===== config.mk =====
export PLATFORM = sky130hd
export DESIGN_NAME = bucketed_hash_set
export DESIGN_NICKNAME = d
export VERILOG_FILES = /design/src/sv/bhs_pkg.sv /design/src/sv/bhs_ram.sv /design/src/sv/bucketed_hash_set.sv
export SDC_FILE = /design/constraint.sdc
export NUM_CORES = 2
export LEC_CHECK = 0
export BUFFER_PORTS_ARGS = -buffer_cell sky130_fd_sc_hd__buf_2
export CAP_MARGIN = 10
export CORE_MARGIN = 8
export CORE_UTILIZATION = 55
export CTS_CLUSTER_SIZE = 25
export DETAILED_ROUTE_END_ITERATION = 6
export PLACE_DENSITY = 0.75
export SYNTH_ARGS = -nofsm -noshare
export SYNTH_HDL_FRONTEND = slang
export SYNTH_SLANG_ARGS = --single-unit

===== constraint.sdc =====
create_clock -name clk -period 44.6 [get_ports clk]
set_input_delay 4.46 -clock clk [delete_from_list [all_inputs] [get_ports clk]]
set_output_delay 4.46 -clock clk [all_outputs]
set_load 0.02 [all_outputs]

===== src/sv/bhs_pkg.sv =====
// ----------------------------------------------------------------------------
// bhs_pkg
// Types and codes shared by the bucketed hash set and its parts.
// ----------------------------------------------------------------------------
package bhs_pkg;

  localparam int KEY_W    = 31;
  localparam int STATUS_W = 2;
  localparam int BIDX_W   = 4;
  localparam int SIDX_W   = 3;

  typedef enum logic {
    OP_FIND   = 1'b0,
    OP_INSERT = 1'b1
  } opcode_t;

  typedef enum logic [STATUS_W-1:0] {
    ST_OK        = 2'd0,
    ST_NOT_FOUND = 2'd1,
    ST_DUPLICATE = 2'd2,
    ST_FULL      = 2'd3
  } status_t;

  typedef struct packed {
    opcode_t          opcode;
    logic [KEY_W-1:0] key;
  } in_t;

  typedef struct packed {
    status_t           status;
    logic [BIDX_W-1:0] bucket_index;
    logic [SIDX_W-1:0] slot_index;
  } out_t;

  typedef enum logic [2:0] {
    S_CLEAR,
    S_IDLE,
    S_MUL,
    S_MOD,
    S_READ,
    S_CMP
  } state_t;

endpackage


===== src/sv/bhs_ram.sv =====
// ----------------------------------------------------------------------------
// bhs_ram
// Simple dual-port RAM: one write port, one read port, registered read data.
// ----------------------------------------------------------------------------
module bhs_ram #(
  parameter int WIDTH = 8,
  parameter int DEPTH = 16
) (
  input  logic                                   clk,
  input  logic                                   wr_en,
  input  logic [(DEPTH > 1 ? $clog2(DEPTH) : 1)-1:0] wr_addr,
  input  logic [WIDTH-1:0]                       wr_data,
  input  logic                                   rd_en,
  input  logic [(DEPTH > 1 ? $clog2(DEPTH) : 1)-1:0] rd_addr,
  output logic [WIDTH-1:0]                       rd_data
);

  logic [WIDTH-1:0] mem [DEPTH];

  always_ff @(posedge clk) begin
    if (wr_en) begin
      mem[wr_addr] <= wr_data;
    end
    if (rd_en) begin
      rd_data <= mem[rd_addr];
    end
  end

endmodule


===== src/sv/bucketed_hash_set.sv =====
// ----------------------------------------------------------------------------
// bucketed_hash_set
// Set of non-negative keys in BUCKETS buckets of WAYS slots, bucket chosen
// as key modulo BUCKETS; find or insert one key per transaction.
// ----------------------------------------------------------------------------
//  channel | ports                         | payload
//  --------+-------------------------------+-----------------------------------
//  input   | in_valid, in_ready, in_data   | opcode, key
//  result  | out_valid, out_ready, out_data| status, bucket_index, slot_index
//
//  Each transaction steps through accept, reciprocal multiply, modulo
//  subtract, bucket row read, compare and write back.
//  One bucket row (fill count and all slot keys) is one RAM word.
//  After reset a clearing pass writes a zero fill to every row, during
//  which in_ready stays low.
//  A stalled result waits in the output register; a new transaction is
//  accepted meanwhile and holds in the compare step until the register frees.
// ----------------------------------------------------------------------------
module bucketed_hash_set #(
  parameter int BUCKETS = 10,
  parameter int WAYS    = 8
) (
  input  logic          clk,
  input  logic          rst_n,
  input  logic          in_valid,
  output logic          in_ready,
  input  bhs_pkg::in_t  in_data,
  output logic          out_valid,
  input  logic          out_ready,
  output bhs_pkg::out_t out_data
);

  import bhs_pkg::*;

  localparam int BW     = $clog2(BUCKETS);
  localparam int FW     = $clog2(WAYS + 1);
  localparam int SW     = (WAYS > 1) ? $clog2(WAYS) : 1;
  localparam int ROW_W  = FW + WAYS * KEY_W;
  localparam int SHIFT  = KEY_W + BW;
  localparam logic [63:0] RECIP64 = ((64'd1 << SHIFT) / BUCKETS) + 64'd1;
  localparam logic [31:0] RECIP   = RECIP64[31:0];
  localparam logic [KEY_W-1:0] BUCKETS_K = KEY_W'(BUCKETS);
  localparam logic [BW-1:0]    LAST_ROW  = BW'(BUCKETS - 1);

  state_t           state_r, state_nxt;
  opcode_t          op_r;
  logic [KEY_W-1:0] key_r;
  logic [KEY_W-1:0] q_r;
  logic [BW-1:0]    bucket_r;
  logic [BW-1:0]    clr_r;
  logic             out_valid_r, out_valid_nxt;
  out_t             out_data_r, out_data_nxt;

  logic [62:0]      prod;
  logic [KEY_W-1:0] q_nxt;
  logic [KEY_W-1:0] qb;
  logic [KEY_W-1:0] rem;

  logic             ram_we, ram_re;
  logic [BW-1:0]    ram_wa, ram_ra;
  logic [ROW_W-1:0] ram_wd, rd_row;

  logic [FW-1:0]    fill;
  logic [WAYS-1:0]  hit;
  logic [SW-1:0]    hit_slot;
  logic             any_hit, full, do_write, out_free, finish;
  logic [ROW_W-1:0] new_row;
  out_t             res;
  logic [SW+SIDX_W-1:0] slot_ext;
  logic [BW+BIDX_W-1:0] bucket_ext;
  logic [SW-1:0]    res_slot;

  bhs_ram #(
    .WIDTH (ROW_W),
    .DEPTH (BUCKETS)
  ) u_rows (
    .clk     (clk),
    .wr_en   (ram_we),
    .wr_addr (ram_wa),
    .wr_data (ram_wd),
    .rd_en   (ram_re),
    .rd_addr (ram_ra),
    .rd_data (rd_row)
  );

  assign prod  = {32'b0, key_r} * {31'b0, RECIP};
  assign q_nxt = KEY_W'(prod >> SHIFT);
  assign qb    = KEY_W'(q_r * BUCKETS_K);
  assign rem   = key_r - qb;

  always_comb begin
    fill     = rd_row[ROW_W-1 -: FW];
    hit      = '0;
    hit_slot = '0;
    for (int w = 0; w < WAYS; w++) begin
      hit[w] = (FW'(w) < fill) && (rd_row[w*KEY_W +: KEY_W] == key_r);
    end
    for (int w = WAYS - 1; w >= 0; w--) begin
      if (hit[w]) begin
        hit_slot = SW'(w);
      end
    end
    any_hit = |hit;
    full    = (fill >= FW'(WAYS));
    new_row = rd_row;
    new_row[ROW_W-1 -: FW] = fill + FW'(1);
    for (int w = 0; w < WAYS; w++) begin
      if (SW'(w) == fill[SW-1:0]) begin
        new_row[w*KEY_W +: KEY_W] = key_r;
      end
    end
  end

  always_comb begin
    do_write = 1'b0;
    res_slot = '0;
    if (any_hit) begin
      res.status = (op_r == OP_INSERT) ? ST_DUPLICATE : ST_OK;
      res_slot   = hit_slot;
    end else if (op_r == OP_FIND) begin
      res.status = ST_NOT_FOUND;
    end else if (full) begin
      res.status = ST_FULL;
    end else begin
      res.status = ST_OK;
      res_slot   = fill[SW-1:0];
      do_write   = 1'b1;
    end
    slot_ext         = {{SIDX_W{1'b0}}, res_slot};
    bucket_ext       = {{BIDX_W{1'b0}}, bucket_r};
    res.slot_index   = slot_ext[SIDX_W-1:0];
    res.bucket_index = bucket_ext[BIDX_W-1:0];
  end

  assign out_free = !out_valid_r || out_ready;

  always_comb begin
    state_nxt = state_r;
    case (state_r)
      S_CLEAR: if (clr_r == LAST_ROW) state_nxt = S_IDLE;
      S_IDLE:  if (in_valid) state_nxt = S_MUL;
      S_MUL:   state_nxt = S_MOD;
      S_MOD:   state_nxt = S_READ;
      S_READ:  state_nxt = S_CMP;
      S_CMP:   if (out_free) state_nxt = S_IDLE;
      default: state_nxt = S_CLEAR;
    endcase
  end

  always_comb begin
    ram_we   = 1'b0;
    ram_wa   = bucket_r;
    ram_wd   = new_row;
    ram_re   = 1'b0;
    ram_ra   = bucket_r;
    in_ready = 1'b0;
    finish   = 1'b0;
    case (state_r)
      S_CLEAR: begin
        ram_we = 1'b1;
        ram_wa = clr_r;
        ram_wd = '0;
      end
      S_IDLE: begin
        in_ready = 1'b1;
      end
      S_READ: begin
        ram_re = 1'b1;
      end
      S_CMP: begin
        finish = out_free;
        ram_we = out_free && do_write;
      end
      default: begin
        ram_we = 1'b0;
      end
    endcase
  end

  always_comb begin
    out_valid_nxt = out_valid_r;
    out_data_nxt  = out_data_r;
    if (finish) begin
      out_valid_nxt = 1'b1;
      out_data_nxt  = res;
    end else if (out_ready) begin
      out_valid_nxt = 1'b0;
    end
  end

  always_ff @(posedge clk) begin
    if (!rst_n) begin
      state_r     <= S_CLEAR;
      clr_r       <= '0;
      out_valid_r <= 1'b0;
    end else begin
      state_r     <= state_nxt;
      out_valid_r <= out_valid_nxt;
      if (state_r == S_CLEAR) begin
        clr_r <= clr_r + BW'(1);
      end
    end
  end

  always_ff @(posedge clk) begin
    out_data_r <= out_data_nxt;
    if (in_valid && in_ready) begin
      op_r  <= in_data.opcode;
      key_r <= in_data.key;
    end
    if (state_r == S_MUL) begin
      q_r <= q_nxt;
    end
    if (state_r == S_MOD) begin
      bucket_r <= rem[BW-1:0];
    end
  end

  assign out_valid = out_valid_r;
  assign out_data  = out_data_r;

`ifndef SYNTHESIS
  a_accept_to_mul: assert property (@(posedge clk) disable iff (!rst_n)
    (in_valid && in_ready) |=> (state_r == S_MUL))
    else $error("accepted transaction did not advance to multiply");

  a_bucket_range: assert property (@(posedge clk) disable iff (!rst_n)
    (state_r == S_READ) |-> (bucket_r < BW'(BUCKETS - 1) || bucket_r == LAST_ROW))
    else $error("bucket index out of range");

  a_single_hit: assert property (@(posedge clk) disable iff (!rst_n)
    (state_r == S_CMP) |-> $onehot0(hit))
    else $error("key held in more than one slot");

  a_write_on_insert: assert property (@(posedge clk) disable iff (!rst_n)
    (ram_we && state_r != S_CLEAR) |->
      (op_r == OP_INSERT && res.status == ST_OK && !full && finish))
    else $error("row written without a successful insert");
`endif

endmodule

==> impl_results.md <==
- Post-synth EDFFs: 2820
- ANT nets after route: 0
- WS Path Type: in -> reg
- Fin. Hold Viols: 0
- Clock skew: 0.0954 ns
- Post-CTS Resized: 0
- CTS Hold Bufs: 0
- # port buffers: 46
- Drt wl/cell: 28.9 µm
- Cell mode on critical path: buf_4
- Hold Path Sink: out_valid
- GRT met1 Usage: 32.7%
- Clk pwr share: a little over two fifths
- GR Util All Layers: 24.1%
- Asr flop ratio synth: 0%
- Period utilization: 20.0%
- Post-DR vias/cell: 6.33
- PwrDens: 41.6 nW/µm²
- Grt total ovfl: 0
- Mapped Nets: roughly 7000
- Share of total power in sequential cells: 54.7%
- Area Overhead vs Synth: 10.4%
- Vias in the first global route: 63800
- Xor/xnor share of the synthesized area: 2.02%
- Setup TNS: 0 ns
- RSZ-0062 raised after global routing: no
- P_sw: 1.09 mW
- Min-delay src: out_valid
- WP data required: between 40 and 50 ns
- Core Rows: between 150 and 200
- Residual DRC: 0
- Post-synthesis cell count: 6584
- Core Region: about 220000 µm²
- Synth Area in Adders: 4.98%
- Clock sinks: approximately 2800
- Drt first-iter violations: 6663
- Max incr delay on CP: 0.95 ns
- Final Cell Area: 132000 µm²
- Peak supply drop: 0.0000469 V
- Minimum clock period: 8.94 ns
- Full die area: about 230000 µm²
- Vias: 61600
- Post-CTS Setup Inserts: 0
- Initial Utilization: 55.1%
- Global-route wire length before repair: slightly above 400 mm
- Max-slew violations: 0
- Clk slew on worst S/H paths: roughly 0.06 ns
- Synth Flop Type: edfxtp_1
- Die Span X: 482 µm
- Compound-Gate Fraction of Synth Area: 3.79%
- Reg-to-reg setup timing slack: 36.94 ns
- Hold Crit Class: reg -> reg
- Max Freq: between 100 and 150 MHz
- Final setup fails: 0
- 1st-pass router iterations: 5
- Met2 Usage GRT: 39.1%
- Fillers: 14900
- Post-synthesis mux area share: approximately 12%
- Cell taking the most area after synthesis: edfxtp_1
- Post-route setup slack: 35.66 ns
- Ant diodes: 0
- CTS Buf Count: between 200 and 300
- Root Driver: clkbuf_16
- Largest cells by area after synthesis: edfxtp_1 (71%), mux4_2 (9.5%), fa_1 (2.9%), mux2i_1 (2.6%), ha_1 (2.1%)
- Main combinational cell family by area after synthesis: multiplexers
- Synth Warn #: 0
- Post-DP Area: roughly 120000 µm²
- Hold path depth: 2
- Largest net degree at the start of global routing: 167
- Area share of the largest cell type after synthesis: 70.9%
- CP Capture Type: flip-flop
- Register area share after synthesis: 71.1%
- WL final: 281 mm
- Slew HR: 11.9%
- Startpoint Class: primary input
- DIE HEIGHT: 482 µm
- Status: completed
- Yosys reg bits: 2828
- Distinct cells, synth: 57
- Total power: roughly 5.5 mW
- Leak Pwr: 45.5 nW
- Post-Place Setup Slack: 34.72 ns
- Share of cells above drive strength 1: between 15 and 20%
- CTS Buffer Depth: 4
- Io pins: 47
- CP arrival: 9.43 ns
- Synth Cell Area: 119000 µm²
- Gr busiest metal: met2
- Reg-to-reg startpoint: key_r[5]
- Initial antenna violation count: 8
- Slew at the pin closest to its max-slew limit: approximately 1.3 ns
- H-tree depth: 5
- GR Util met3: 4.78%
- Avg Cell Area, Syn: 18.1 µm²
- # nets final: 7080
- Critical path fanouts, max: 135
- Routability Congestion: 0.844
- Clock Latency Late Sink: 0.93 ns
- R2r endpoint: q_r[2]
- Worst R2R Path Depth: 23
- Switch share: 19.9%
- Critical path cell sequence: buf_2, nand2b_1, and3_1, and4b_1, a32oi_4, nor3_2, buf_12, buf_4, buf_4
- Max_cap viols: 0
- CTS tree: done
- Crit path max-delay cell type: nor3_2
- Combinational share of power: 2.8%
- Final HPWL DP: 147 mm
- Post-Synth Simple-Gate Area: under 10%
- Internal Pwr Total: about 4.4 mW
sequential cells by signal, summed over array words and instances (netlist names), 3 cells and up:
register	count
bucket_r	4
clr_r	4
key_r	31
out_data	9
q_r	3
state_r	3
u_rows.mem	2520
u_rows.rd_data	252
per-layer routing:
layer  vias up  share of wire (%)
met3       541                9.1
met5         -              0.014
met1     32200                 39
li1      25800                  -
met4         6                3.9
met2      3055                 48
synth_stat cells, drive strengths merged (61+ instances only):
| cell type | instances |
|---|---|
| inv | 254 |
| fa | 174 |
| clkbuf | 229 |
| nor2b | 260 |
| nor4 | 65 |
| edfxtp | 2820 |
| mux2i | 316 |
| a211oi | 256 |
| nor2 | 87 |
| xor2 | 214 |
| buf | 167 |
| xnor2 | 61 |
| nand2 | 401 |
| ha | 197 |
| a21oi | 455 |
| mux4 | 504 |
placed cells by master (no fill, tap or decap), types with 5 or more instances in the layout:
cell type   instances
edfxtp_1         2820
mux4_2            504
a21oi_1           455
nand2_1           399
mux2i_1           316
clkbuf_16         302
nor2b_1           257
a211oi_1          256
inv_1             254
xor2_1            214
ha_1              195
fa_1              174
buf_4             131
nor2_1             80
clkbuf_1           64
xnor2_1            61
nor4_1             58
clkinv_1           47
buf_2              46
clkinv_2           40
nand4_1            26
bufinv_16          21
clkinvlp_4         15
buf_12             14
nand3_1             8
and2_1              8
o21ai_0             8
dfxtp_1             8
nor2_4              7
a21o_1              5
or3_1               5
kinds of logic after synthesis:
family,after synthesis
buffers and inverters,651
AO/OA/AOI/OAI,752
flip-flops,2828
adder cells (fa/ha/maj),371
XOR/XNOR,275
AND/OR/NAND/NOR,887
multiplexers,820
through the flow:
stage               hold slack (ns)  util (%)  cells
finish                        0.547      60.9   9728
CTS                           0.554      60.9   9728
global route                  0.603      60.9   9728
detailed placement            0.544      56.7   9233
floorplan                     0.421         -   6584
global placement              0.545      56.7   9233
power groups by stage:
stage	sequential, mW	clock (mW)	combinational, mW
after floorplan	3.09	0	0.0983
after detailed placement	3.05	0	0.155
after CTS	3.00	2.36	0.156
after global placement	3.05	0	0.153
final	3.00	2.33	0.154
after global routing	3.00	2.46	0.166
cell type report:
type / count / area (µm²) / area share, %
clock buffers: 366 / 7800 / 5.92
clock inverters: 129 / 1200 / 0.911
inverters: 255 / 957 / 0.726
multi-input cells: 3105 / 31900 / 24.2
flip-flops and latches: 2828 / 84800 / 64.4
well taps: 2854 / 3570 / 2.71
repair buffers: 191 / 1490 / 1.13
critical path, delay by kind of cell:
kind / cells / cell delay [ns]
AND/OR/NAND/NOR: 4 / 1.99
AO/OA/AOI/OAI: 1 / 0.22
buffers and inverters: 4 / 2.67
how the worst max path moves through the flow:
stage | slack [ns] | to | cells after the start | startpoint
after floorplan | 19.76 | u_rows.mem[7][0] | 5 | out_ready
after global placement | 34.82 | u_rows.mem[9][35] | 9 | out_ready
after detailed placement | 34.72 | u_rows.mem[9][189] | 9 | out_ready
after CTS | 35.67 | u_rows.mem[9][123] | 9 | out_ready
after global routing | 35.39 | u_rows.mem[9][123] | 9 | out_ready
final | 35.66 | u_rows.mem[9][242] | 9 | out_ready
(Power assumes the default switching activity.)
